[src/sled_pkg.sv]
// Shared types and constants for the scanline edge locator.
`default_nettype none
package sled_pkg;

	localparam int PIX_W     = 8;
	localparam int RUN_W     = 8;
	localparam int EDGE_W    = 12;
	localparam int ERR_W     = 26;
	localparam int CFG_IDX_W = 2;
	localparam int CFG_W     = 8;
	localparam int SCALE     = 10000;
	localparam int SCALE_W   = 14;

	localparam logic [CFG_W-1:0] HIGH_THR_RST = 8'd220;
	localparam logic [CFG_W-1:0] LOW_THR_RST  = 8'd150;
	localparam logic [CFG_W-1:0] MIN_RUN_RST  = 8'd3;
	localparam logic [RUN_W-1:0] RUN_MAX      = 8'd255;

	typedef enum logic [CFG_IDX_W-1:0] {
		REG_HIGH_THR = 2'd0,
		REG_LOW_THR  = 2'd1,
		REG_MIN_RUN  = 2'd2
	} sled_reg_t;

	typedef enum logic [2:0] {
		ST_IDLE,
		ST_PREP,
		ST_MUL,
		ST_DIV,
		ST_OUT
	} sled_state_t;

	typedef struct packed {
		logic load;
		logic prep;
		logic mul;
		logic step;
	} sled_cmd_t;

	typedef struct packed {
		logic last_step;
	} sled_stat_t;

endpackage
`default_nettype wire

[src/sled_if.sv]
// Pixel and result channel interfaces.
`default_nettype none
interface sled_pixel_if;
	logic                       valid;
	logic                       ready;
	logic [sled_pkg::PIX_W-1:0] pixel_value;
	logic                       line_end;

	modport source (output valid, pixel_value, line_end, input ready);
	modport sink (input valid, pixel_value, line_end, output ready);
endinterface

interface sled_result_if;
	logic                        valid;
	logic                        ready;
	logic [sled_pkg::EDGE_W-1:0] left_edge;
	logic [sled_pkg::EDGE_W-1:0] right_edge;
	logic [sled_pkg::EDGE_W-1:0] midpoint;
	logic [sled_pkg::ERR_W-1:0]  error_centi_percent;
	logic                        left_found;
	logic                        right_found;

	modport source (output valid, left_edge, right_edge, midpoint, error_centi_percent,
		left_found, right_found, input ready);
	modport sink (input valid, left_edge, right_edge, midpoint, error_centi_percent,
		left_found, right_found, output ready);
endinterface
`default_nettype wire

[src/scanline_line_edge_locator_unit.sv]
// Top level of the scanline edge locator.
//
//  port      dir  beat contents
//  in_ch     in   pixel_value, line_end
//  out_ch    out  left_edge, right_edge, midpoint, error_centi_percent, found flags
//  cfg_*     in   one register write per cycle while cfg_we is high
//
// Pixels are taken one per cycle. A line-end beat starts the result calculation:
// the PREP state forms midpoint and offset, the MUL state the x10000 multiply, then
// the DIV state runs the shift-subtract divider, and the OUT state presents the result beat.
// Mid-line pixels of the next line keep flowing meanwhile; the next line-end beat
// waits until the previous result has been taken. Reset restores default thresholds.
`default_nettype none
module scanline_line_edge_locator_unit #(
	parameter int MAX_PIXELS = 4096
) (
	input  wire logic                          clk,
	input  wire logic                          arst_n,
	input  wire logic                          cfg_we,
	input  wire logic [sled_pkg::CFG_IDX_W-1:0] cfg_index,
	input  wire logic [sled_pkg::CFG_W-1:0]     cfg_data,
	sled_pixel_if.sink                         in_ch,
	sled_result_if.source                      out_ch
);
	import sled_pkg::*;

	localparam int IW = $clog2(MAX_PIXELS);

	sled_cmd_t     cmd;
	sled_stat_t    stat;
	logic          busy, in_fire;
	logic [IW-1:0] sum_left, sum_right, sum_idx;
	logic          sum_lf, sum_rf;

	assign in_fire = in_ch.valid && in_ch.ready;

	sled_ctrl u_ctrl (
		.clk         (clk),
		.arst_n      (arst_n),
		.in_valid    (in_ch.valid),
		.in_line_end (in_ch.line_end),
		.in_ready    (in_ch.ready),
		.out_valid   (out_ch.valid),
		.out_ready   (out_ch.ready),
		.stat        (stat),
		.cmd         (cmd),
		.busy        (busy)
	);

	sled_front #(
		.MAX_PIXELS (MAX_PIXELS),
		.IW         (IW)
	) u_front (
		.clk         (clk),
		.arst_n      (arst_n),
		.cfg_we      (cfg_we),
		.cfg_index   (cfg_index),
		.cfg_data    (cfg_data),
		.fire        (in_fire),
		.pixel_value (in_ch.pixel_value),
		.line_end    (in_ch.line_end),
		.sum_left    (sum_left),
		.sum_right   (sum_right),
		.sum_idx     (sum_idx),
		.sum_lf      (sum_lf),
		.sum_rf      (sum_rf)
	);

	sled_calc #(
		.IW (IW)
	) u_calc (
		.clk                 (clk),
		.cmd                 (cmd),
		.stat                (stat),
		.sum_left            (sum_left),
		.sum_right           (sum_right),
		.sum_idx             (sum_idx),
		.sum_lf              (sum_lf),
		.sum_rf              (sum_rf),
		.left_edge           (out_ch.left_edge),
		.right_edge          (out_ch.right_edge),
		.midpoint            (out_ch.midpoint),
		.error_centi_percent (out_ch.error_centi_percent),
		.left_found          (out_ch.left_found),
		.right_found         (out_ch.right_found)
	);

	a_line_end_starts: assert property (@(posedge clk) disable iff (!arst_n)
		(in_fire && in_ch.line_end) |=> busy)
		else $error("line-end beat did not start result calculation");

	a_no_result_idle: assert property (@(posedge clk) disable iff (!arst_n)
		!busy |-> !out_ch.valid)
		else $error("result valid while idle");

	a_left_default: assert property (@(posedge clk) disable iff (!arst_n)
		(out_ch.valid && !out_ch.left_found) |-> (out_ch.left_edge == EDGE_W'(1)))
		else $error("missing left edge not reported as one");

	a_right_default: assert property (@(posedge clk) disable iff (!arst_n)
		(out_ch.valid && !out_ch.right_found) |-> (out_ch.right_edge == EDGE_W'(1)))
		else $error("missing right edge not reported as one");

endmodule
`default_nettype wire

[src/sled_ctrl.sv]
// Controller state machine: line-end handoff, divide sequencing, result beat.
`default_nettype none
module sled_ctrl (
	input  wire logic          clk,
	input  wire logic          arst_n,
	input  wire logic          in_valid,
	input  wire logic          in_line_end,
	output logic               in_ready,
	output logic               out_valid,
	input  wire logic          out_ready,
	input  wire sled_pkg::sled_stat_t stat,
	output sled_pkg::sled_cmd_t  cmd,
	output logic               busy
);
	import sled_pkg::*;

	sled_state_t state_q, state_d;

	always_ff @(posedge clk or negedge arst_n) begin
		if (!arst_n) begin
			state_q <= ST_IDLE;
		end else begin
			state_q <= state_d;
		end
	end

	always_comb begin
		state_d   = state_q;
		cmd       = '0;
		out_valid = 1'b0;
		in_ready  = !in_line_end;
		busy      = 1'b1;
		case (state_q)
			ST_IDLE: begin
				busy     = 1'b0;
				in_ready = 1'b1;
				if (in_valid && in_line_end) begin
					cmd.load = 1'b1;
					state_d  = ST_PREP;
				end
			end
			ST_PREP: begin
				cmd.prep = 1'b1;
				state_d  = ST_MUL;
			end
			ST_MUL: begin
				cmd.mul = 1'b1;
				state_d = ST_DIV;
			end
			ST_DIV: begin
				cmd.step = 1'b1;
				if (stat.last_step) begin
					state_d = ST_OUT;
				end
			end
			ST_OUT: begin
				out_valid = 1'b1;
				if (out_ready) begin
					state_d = ST_IDLE;
				end
			end
			default: begin
				state_d = ST_IDLE;
			end
		endcase
	end

endmodule
`default_nettype wire

[src/sled_front.sv]
// Per-pixel datapath: config registers, run counting and edge capture.
`default_nettype none
module sled_front #(
	parameter int MAX_PIXELS = 4096,
	parameter int IW         = 12
) (
	input  wire logic                          clk,
	input  wire logic                          arst_n,
	input  wire logic                          cfg_we,
	input  wire logic [sled_pkg::CFG_IDX_W-1:0] cfg_index,
	input  wire logic [sled_pkg::CFG_W-1:0]     cfg_data,
	input  wire logic                          fire,
	input  wire logic [sled_pkg::PIX_W-1:0]     pixel_value,
	input  wire logic                          line_end,
	output logic [IW-1:0]                      sum_left,
	output logic [IW-1:0]                      sum_right,
	output logic [IW-1:0]                      sum_idx,
	output logic                               sum_lf,
	output logic                               sum_rf
);
	import sled_pkg::*;

	localparam int XW = IW + 9;

	logic [CFG_W-1:0] high_thr_q, low_thr_q, min_run_q;
	logic [IW-1:0]    pixel_index_q, rise_pos_q, fall_pos_q;
	logic [RUN_W-1:0] run_count_q;
	logic             rise_seen_q, armed_q, fall_seen_q;

	logic [RUN_W-1:0] need, run_inc, run_n;
	logic             bright, rise_now, fall_now;
	logic [XW-1:0]    pos_ext, need_ext;
	logic [IW-1:0]    rise_pos_n, fall_pos_n, rise_val, fall_val;
	logic             rise_seen_n, fall_seen_n, armed_n;

	always_ff @(posedge clk or negedge arst_n) begin
		if (!arst_n) begin
			high_thr_q <= HIGH_THR_RST;
			low_thr_q  <= LOW_THR_RST;
			min_run_q  <= MIN_RUN_RST;
		end else if (cfg_we) begin
			case (cfg_index)
				REG_HIGH_THR: high_thr_q <= cfg_data;
				REG_LOW_THR:  low_thr_q  <= cfg_data;
				REG_MIN_RUN:  min_run_q  <= cfg_data;
				default: ;
			endcase
		end
	end

	always_comb begin
		need     = (min_run_q == '0) ? RUN_W'(1) : min_run_q;
		bright   = pixel_value >= high_thr_q;
		run_inc  = (run_count_q < RUN_MAX) ? run_count_q + RUN_W'(1) : run_count_q;
		run_n    = bright ? run_inc : '0;
		rise_now = bright && (run_inc >= need) && !rise_seen_q;
		fall_now = !bright && armed_q && (pixel_value < low_thr_q);
		pos_ext  = XW'(pixel_index_q) + XW'(1);
		need_ext = XW'(need);
		rise_pos_n  = rise_now ? ((pos_ext >= need_ext) ? IW'(pos_ext - need_ext) : '0)
			: rise_pos_q;
		rise_seen_n = rise_seen_q || rise_now;
		fall_pos_n  = fall_now ? pixel_index_q : fall_pos_q;
		fall_seen_n = fall_seen_q || fall_now;
		armed_n     = rise_now ? 1'b1 : (fall_now ? 1'b0 : armed_q);
		rise_val    = rise_seen_n ? rise_pos_n : '0;
		fall_val    = fall_seen_n ? fall_pos_n : '0;
		// missing or zero edge reads as one
		sum_left    = (rise_val == '0) ? IW'(1) : rise_val;
		sum_right   = (fall_val == '0) ? IW'(1) : fall_val;
		sum_idx     = pixel_index_q;
		sum_lf      = rise_seen_n;
		sum_rf      = fall_seen_n;
	end

	always_ff @(posedge clk or negedge arst_n) begin
		if (!arst_n) begin
			pixel_index_q <= '0;
			run_count_q   <= '0;
			rise_seen_q   <= 1'b0;
			rise_pos_q    <= '0;
			armed_q       <= 1'b0;
			fall_seen_q   <= 1'b0;
			fall_pos_q    <= '0;
		end else if (fire) begin
			if (line_end) begin
				pixel_index_q <= '0;
				run_count_q   <= '0;
				rise_seen_q   <= 1'b0;
				rise_pos_q    <= '0;
				armed_q       <= 1'b0;
				fall_seen_q   <= 1'b0;
				fall_pos_q    <= '0;
			end else begin
				if (pixel_index_q < IW'(MAX_PIXELS - 1)) begin
					pixel_index_q <= pixel_index_q + IW'(1);
				end
				run_count_q <= run_n;
				rise_seen_q <= rise_seen_n;
				rise_pos_q  <= rise_pos_n;
				armed_q     <= armed_n;
				fall_seen_q <= fall_seen_n;
				fall_pos_q  <= fall_pos_n;
			end
		end
	end

endmodule
`default_nettype wire

[src/sled_calc.sv]
// Line-end datapath: midpoint, scaled offset, restoring divider, result register.
`default_nettype none
module sled_calc #(
	parameter int IW = 12
) (
	input  wire logic                       clk,
	input  wire sled_pkg::sled_cmd_t        cmd,
	output sled_pkg::sled_stat_t            stat,
	input  wire logic [IW-1:0]              sum_left,
	input  wire logic [IW-1:0]              sum_right,
	input  wire logic [IW-1:0]              sum_idx,
	input  wire logic                       sum_lf,
	input  wire logic                       sum_rf,
	output logic [sled_pkg::EDGE_W-1:0]     left_edge,
	output logic [sled_pkg::EDGE_W-1:0]     right_edge,
	output logic [sled_pkg::EDGE_W-1:0]     midpoint,
	output logic [sled_pkg::ERR_W-1:0]      error_centi_percent,
	output logic                            left_found,
	output logic                            right_found
);
	import sled_pkg::*;

	localparam int QW = IW + SCALE_W;
	localparam int CW = $clog2(QW);

	logic [IW-1:0] left_q, right_q, idx_q, mid_q, diff_q, rem_q;
	logic          lf_q, rf_q;
	logic [QW-1:0] quo_q;
	logic [CW-1:0] cnt_q;

	logic [IW:0]   edge_sum, cnt_sum, trial;
	logic [IW-1:0] mid_n, center;
	logic          ge;

	always_comb begin
		edge_sum = (IW+1)'(left_q) + (IW+1)'(right_q);
		mid_n    = IW'(edge_sum >> 1);
		cnt_sum  = (IW+1)'(idx_q) + (IW+1)'(1);
		center   = IW'(cnt_sum >> 1);
		trial    = {rem_q, quo_q[QW-1]};
		ge       = trial >= {1'b0, mid_q};
		stat.last_step = cnt_q == CW'(QW - 1);
	end

	always_ff @(posedge clk) begin
		if (cmd.load) begin
			left_q  <= sum_left;
			right_q <= sum_right;
			idx_q   <= sum_idx;
			lf_q    <= sum_lf;
			rf_q    <= sum_rf;
		end
		if (cmd.prep) begin
			mid_q  <= mid_n;
			diff_q <= (center > mid_n) ? center - mid_n : mid_n - center;
		end
		if (cmd.mul) begin
			quo_q <= QW'(diff_q) * QW'(SCALE);
			rem_q <= '0;
			cnt_q <= '0;
		end
		if (cmd.step) begin
			rem_q <= ge ? IW'(trial - {1'b0, mid_q}) : IW'(trial);
			quo_q <= {quo_q[QW-2:0], ge};
			cnt_q <= cnt_q + CW'(1);
		end
	end

	assign left_edge           = EDGE_W'(left_q);
	assign right_edge          = EDGE_W'(right_q);
	assign midpoint            = EDGE_W'(mid_q);
	assign error_centi_percent = ERR_W'(quo_q);
	assign left_found          = lf_q;
	assign right_found         = rf_q;

endmodule
`default_nettype wire
[src/flat_wrapper.sv]
// flat-port wrapper written by rule: the top's interface ports become plain ports
module scanline_line_edge_locator_unit_flat import sled_pkg::*;
#(
	parameter int MAX_PIXELS = 4096
)
  (clk, arst_n, cfg_we, cfg_index, cfg_data, in_ch_valid, in_ch_pixel_value, in_ch_line_end, in_ch_ready, out_ch_valid, out_ch_left_edge, out_ch_right_edge, out_ch_midpoint, out_ch_error_centi_percent, out_ch_left_found, out_ch_right_found, out_ch_ready);
  sled_pixel_if in_ch_i ();
  sled_result_if out_ch_i ();
  input  wire logic clk;
  input  wire logic arst_n;
  input  wire logic cfg_we;
  input  wire logic [sled_pkg::CFG_IDX_W-1:0] cfg_index;
  input  wire logic [sled_pkg::CFG_W-1:0] cfg_data;
  input wire logic [$bits(in_ch_i.valid)-1:0] in_ch_valid;
  input wire logic [$bits(in_ch_i.pixel_value)-1:0] in_ch_pixel_value;
  input wire logic [$bits(in_ch_i.line_end)-1:0] in_ch_line_end;
  output wire logic [$bits(in_ch_i.ready)-1:0] in_ch_ready;
  output wire logic [$bits(out_ch_i.valid)-1:0] out_ch_valid;
  output wire logic [$bits(out_ch_i.left_edge)-1:0] out_ch_left_edge;
  output wire logic [$bits(out_ch_i.right_edge)-1:0] out_ch_right_edge;
  output wire logic [$bits(out_ch_i.midpoint)-1:0] out_ch_midpoint;
  output wire logic [$bits(out_ch_i.error_centi_percent)-1:0] out_ch_error_centi_percent;
  output wire logic [$bits(out_ch_i.left_found)-1:0] out_ch_left_found;
  output wire logic [$bits(out_ch_i.right_found)-1:0] out_ch_right_found;
  input wire logic [$bits(out_ch_i.ready)-1:0] out_ch_ready;
  assign in_ch_i.valid = in_ch_valid;
  assign in_ch_i.pixel_value = in_ch_pixel_value;
  assign in_ch_i.line_end = in_ch_line_end;
  assign in_ch_ready = in_ch_i.ready;
  assign out_ch_valid = out_ch_i.valid;
  assign out_ch_left_edge = out_ch_i.left_edge;
  assign out_ch_right_edge = out_ch_i.right_edge;
  assign out_ch_midpoint = out_ch_i.midpoint;
  assign out_ch_error_centi_percent = out_ch_i.error_centi_percent;
  assign out_ch_left_found = out_ch_i.left_found;
  assign out_ch_right_found = out_ch_i.right_found;
  assign out_ch_i.ready = out_ch_ready;
  scanline_line_edge_locator_unit #(.MAX_PIXELS(MAX_PIXELS)) u_core (.clk(clk), .arst_n(arst_n), .cfg_we(cfg_we), .cfg_index(cfg_index), .cfg_data(cfg_data), .in_ch(in_ch_i), .out_ch(out_ch_i));
endmodule
[config.mk]
export PLATFORM = sky130hd
export DESIGN_NAME = scanline_line_edge_locator_unit_flat
export DESIGN_NICKNAME = d
export VERILOG_FILES = /design/src/sled_pkg.sv /design/src/sled_if.sv /design/src/scanline_line_edge_locator_unit.sv /design/src/sled_ctrl.sv /design/src/sled_front.sv /design/src/sled_calc.sv /design/src/flat_wrapper.sv
export SDC_FILE = /design/constraint.sdc
export NUM_CORES = 1
export LEC_CHECK = 0
export ABC_AREA = 1
export ABC_CLOCK_PERIOD_IN_PS = 4100
export BUFFER_PORTS_ARGS = -buffer_cell sky130_fd_sc_hd__buf_2
export CELL_PAD_IN_SITES_DETAIL_PLACEMENT = 1
export CELL_PAD_IN_SITES_GLOBAL_PLACEMENT = 2
export CORE_MARGIN = 1.5
export CORE_UTILIZATION = 35
export CTS_BUF_LIST = sky130_fd_sc_hd__clkbuf_8
export DETAILED_ROUTE_END_ITERATION = 8
export PLACE_DENSITY_LB_ADDON = 0.25
export SYNTH_ARGS = -nofsm -noshare
export SYNTH_HDL_FRONTEND = slang
export SYNTH_SLANG_ARGS = --single-unit
[constraint.sdc]
create_clock -name clk -period 4.1 [get_ports clk]
set_input_delay 0.615 -clock clk [delete_from_list [all_inputs] [get_ports clk]]
set_output_delay 0.615 -clock clk [all_outputs]
set_load 0.03 [all_outputs]
==> impl_metrics.toml <==
[status]
outcome = "complete, but fails checks"
violations = "setup timing"

[logic_synthesis]
synth_edf_count = 105
synth_warnings = 0
syn_nets = 1708
synth_area_um2 = 13000
synth_ff_type = "edfxtp_1"
synth_seq_cells = 179
seq_area_frac_synth = 0.387
netlist_instances = 1516
synth_cell_types = 53
ys_async_sr_fraction = 0.413
synth_area_per_cell_um2 = 8.55

[timing]
finalCritPeriodShare = 1.04
hold_viol_final = 0
slew_violations = 0
final.setup.tns_ns = -0.579
rsz0062_at_grt = "true"
worst_slew_pin_slew_ns = 1.05
fin_crit_ns = 4.28
final.setup_skew_ns = 0.0199
fmax_ghz = 0.233
setup_viol = 4
slew_headroom = 0.298
layout_setup_ws_ns = -0.184

[global_route]
grt_pass1_wl_mm = 57.5
grt_start_max_net_pins = 75
antenna_found_initial = 0
grt_pass1_vias = 11000
grt_overflow = 0
grt_usage = 0.192

[worst_setup_path]
cp-start-kind = "flop"
critPathArrivalTime_ns = 4.54
cpPeakStageDelay_ns = 0.55
critPathKind = "reg2reg"
cp_top_family = "adder cells"
crit_fanout = 4
path_common_cell = "inv_2"
critPathSlowestCell = "fa_1"
crit_chain = "inv_2, buf_4, fa_1, inv_1, ha_1, inv_1, fa_1, inv_2, ha_4, inv_2, fa_1, inv_2, ha_4, a21o_1, a21oi_2, o21ai_2, inv_1, nor2_1, nor2_1, o21ai_1, buf_4, xnor2_2, o21ai_1"
path_buf_inv = 9
cp.required_ns = 4.35
end_kind = "flop"

[detailed_routing]
vias = 10400
wl_per_cell_um = 16.7
drc = 0
final_antenna_net_count = 0
vias_per_cell = 4.86
drt-total-wl_mm = 35.8
dr.pass1.iters = 4
drt_iter0_drc = 319

[clock_tree]
cts-buffers-inserted = 17
cts_tree = "built"
clockRootBuffer = "clkbuf_8"
clkTransAtPathRegs_ns = 0.10
cts_num_sinks = 179
clk_path_buf_depth = 2
cts_max_level = 4
insertion_delay_ns = 0.51
hold_buffers = 0

[floorplanning]
initial_utilization = 0.355
die_x_um = 195
die_h_um = 195
core-area_um2 = 36500
die_area_um2 = 38200
rows = 70
io_pins = 90

[layout]
nets = 1848
diodes = 0
syn_to_final_growth_pct = 17.0
final_layout_size_suffix_gt1_frac = 0.180
fill_cells = 4349

[place]
gp_congestion = 0.821
port_buffers = 89
hpwl_mm = 28.4

[job]
maxCapViolCount = 0

[min_path]
hp-class = "in2async"
logic make-up after synthesis:
group,synth area share
multiplexers,0.00685
flip-flops,0.387
buffers and inverters,0.0966
AO/OA/AOI/OAI,0.109
AND/OR/NAND/NOR,0.174
XOR/XNOR,0.0480
adder cells (fa/ha/maj),0.178
per-stage QoR:
stage	setup slack [ns]	cell area, um^2	std cells	utilization	hold WS (ns)
final	-0.184	15200	2137	0.415	0.246
after global routing	-0.412	15200	2137	0.415	0.335
after CTS	-0.139	14800	2128	0.405	0.301
after detailed placement	-0.186	14300	2092	0.392	0.465
after global placement	-0.184	14300	2092	0.392	0.462
after floorplan	-0.0616	13000	1516	-	0.319
layout make-up:
| cell class | count | area (um^2) | share of cell area |
|---|---|---|---|
| clock buffer | 17 | 234 | 0.0154 |
| clock inverter | 15 | 134 | 0.00882 |
| inverter | 293 | 1100 | 0.0728 |
| multi-input combinational | 1009 | 7130 | 0.470 |
| sequential | 179 | 5020 | 0.331 |
| tap | 468 | 586 | 0.0386 |
| timing repair buffer | 156 | 963 | 0.0635 |
synthesized netlist by cell type (all sizes together) (3+ instances only):
master / n / area [um^2]
dfrtp: 63 / 1580
a21oi: 97 / 489
nand4: 9 / 56.3
o21bai: 4 / 30.0
nand2: 311 / 1210
nor3: 17 / 85.1
xor2: 53 / 464
o21ai: 113 / 566
inv: 291 / 1090
o31ai: 3 / 22.5
o22ai: 11 / 68.8
edfxtp: 105 / 3150
nand3: 88 / 498
o21a: 3 / 22.5
nor2: 66 / 277
dfstp: 11 / 289
ha: 140 / 1750
o311ai: 4 / 35.0
buf: 8 / 48.8
fa: 28 / 561
clkbuf: 27 / 101
nand3b: 6 / 82.6
or2: 4 / 25.0
a21o: 7 / 52.6
xnor2: 18 / 158
mux2: 7 / 78.8
a221oi: 3 / 26.3
per-layer routing:
layer / routed length (um) / up-vias / global-route usage
met5: 0 / - / 0
met4: 714 / 0 / 0.0623
met3: 573 / 37 / 0.0226
met2: 18800 / 97 / 0.354
met1: 15700 / 5037 / 0.232
li1: - / 5225 / -
worst reg2reg max path, stage by stage (launching register included):
cell and delay, ns:
edfxtp_1 0.43, inv_2 0.11, buf_4 0.11, fa_1 0.41, inv_1 0.08, ha_1 0.15
inv_1 0.06, fa_1 0.55, inv_2 0.05, ha_4 0.25, inv_2 0.03, fa_1 0.49
inv_2 0.05, ha_4 0.22, a21o_1 0.18, a21oi_2 0.15, o21ai_2 0.08, inv_1 0.06
nor2_1 0.03, nor2_1 0.12, o21ai_1 0.09, buf_4 0.15, xnor2_2 0.13, o21ai_1 0.06
cell usage in the layout (no fill, tap or decap), types with 9 or more instances in the layout:
master / n
a21oi_1: 87
o21ai_0: 95
nand3_2: 11
nand3_1: 76
edfxtp_1: 105
clkbuf_8: 17
nand2_2: 19
nand2_1: 292
nor3_1: 13
inv_2: 11
o21ai_1: 15
ha_1: 117
fa_1: 28
nand4_1: 9
xnor2_1: 16
dfstp_2: 11
inv_1: 280
buf_4: 67
ha_4: 21
nor2_1: 59
dfrtp_1: 63
xor2_1: 51
o22ai_1: 11
buf_2: 88
sequential cells by signal (all words and copies together) (netlist names), 12 cells and up:
signal,count
u_core.u_front.sum_idx,12
u_core.u_calc.error_centi_percent,26
u_core.u_calc.right_edge,12
u_core.u_calc.idx_q,12
u_core.u_calc.midpoint,12
u_core.u_front.rise_pos_q,12
u_core.u_calc.rem_q,12
u_core.u_calc.diff_q,12
u_core.u_front.fall_pos_q,12
u_core.u_calc.left_edge,12
worst paths after layout:
kind,from,end,slack (ns),cells after the start
max,u_core.u_calc.diff_q[4],u_core.u_calc.error_centi_percent[21],-0.18,23
min reg2reg,u_core.u_front.rise_pos_q[3],u_core.u_front.rise_pos_q[3],0.49,2
max in group asynchronous,arst_n,u_core.u_front.fall_pos_q[9],3.14,1
max reg2reg,u_core.u_calc.diff_q[4],u_core.u_calc.error_centi_percent[21],-0.18,23
min,arst_n,u_core.u_front.run_count_q[6],0.25,1
min in group clk,cfg_data[6],u_core.u_front.high_thr_q[6],0.39,3
timing repair:
item,in CTS,in global routing
pin swaps,10,12
resized for setup,13,49
setup endpoints to repair,7,28
setup buffers,4,9
Power is left out: the tool's default activity adds up to more than one toggle a clock period on the data nets, which glitch-free logic cannot reach.
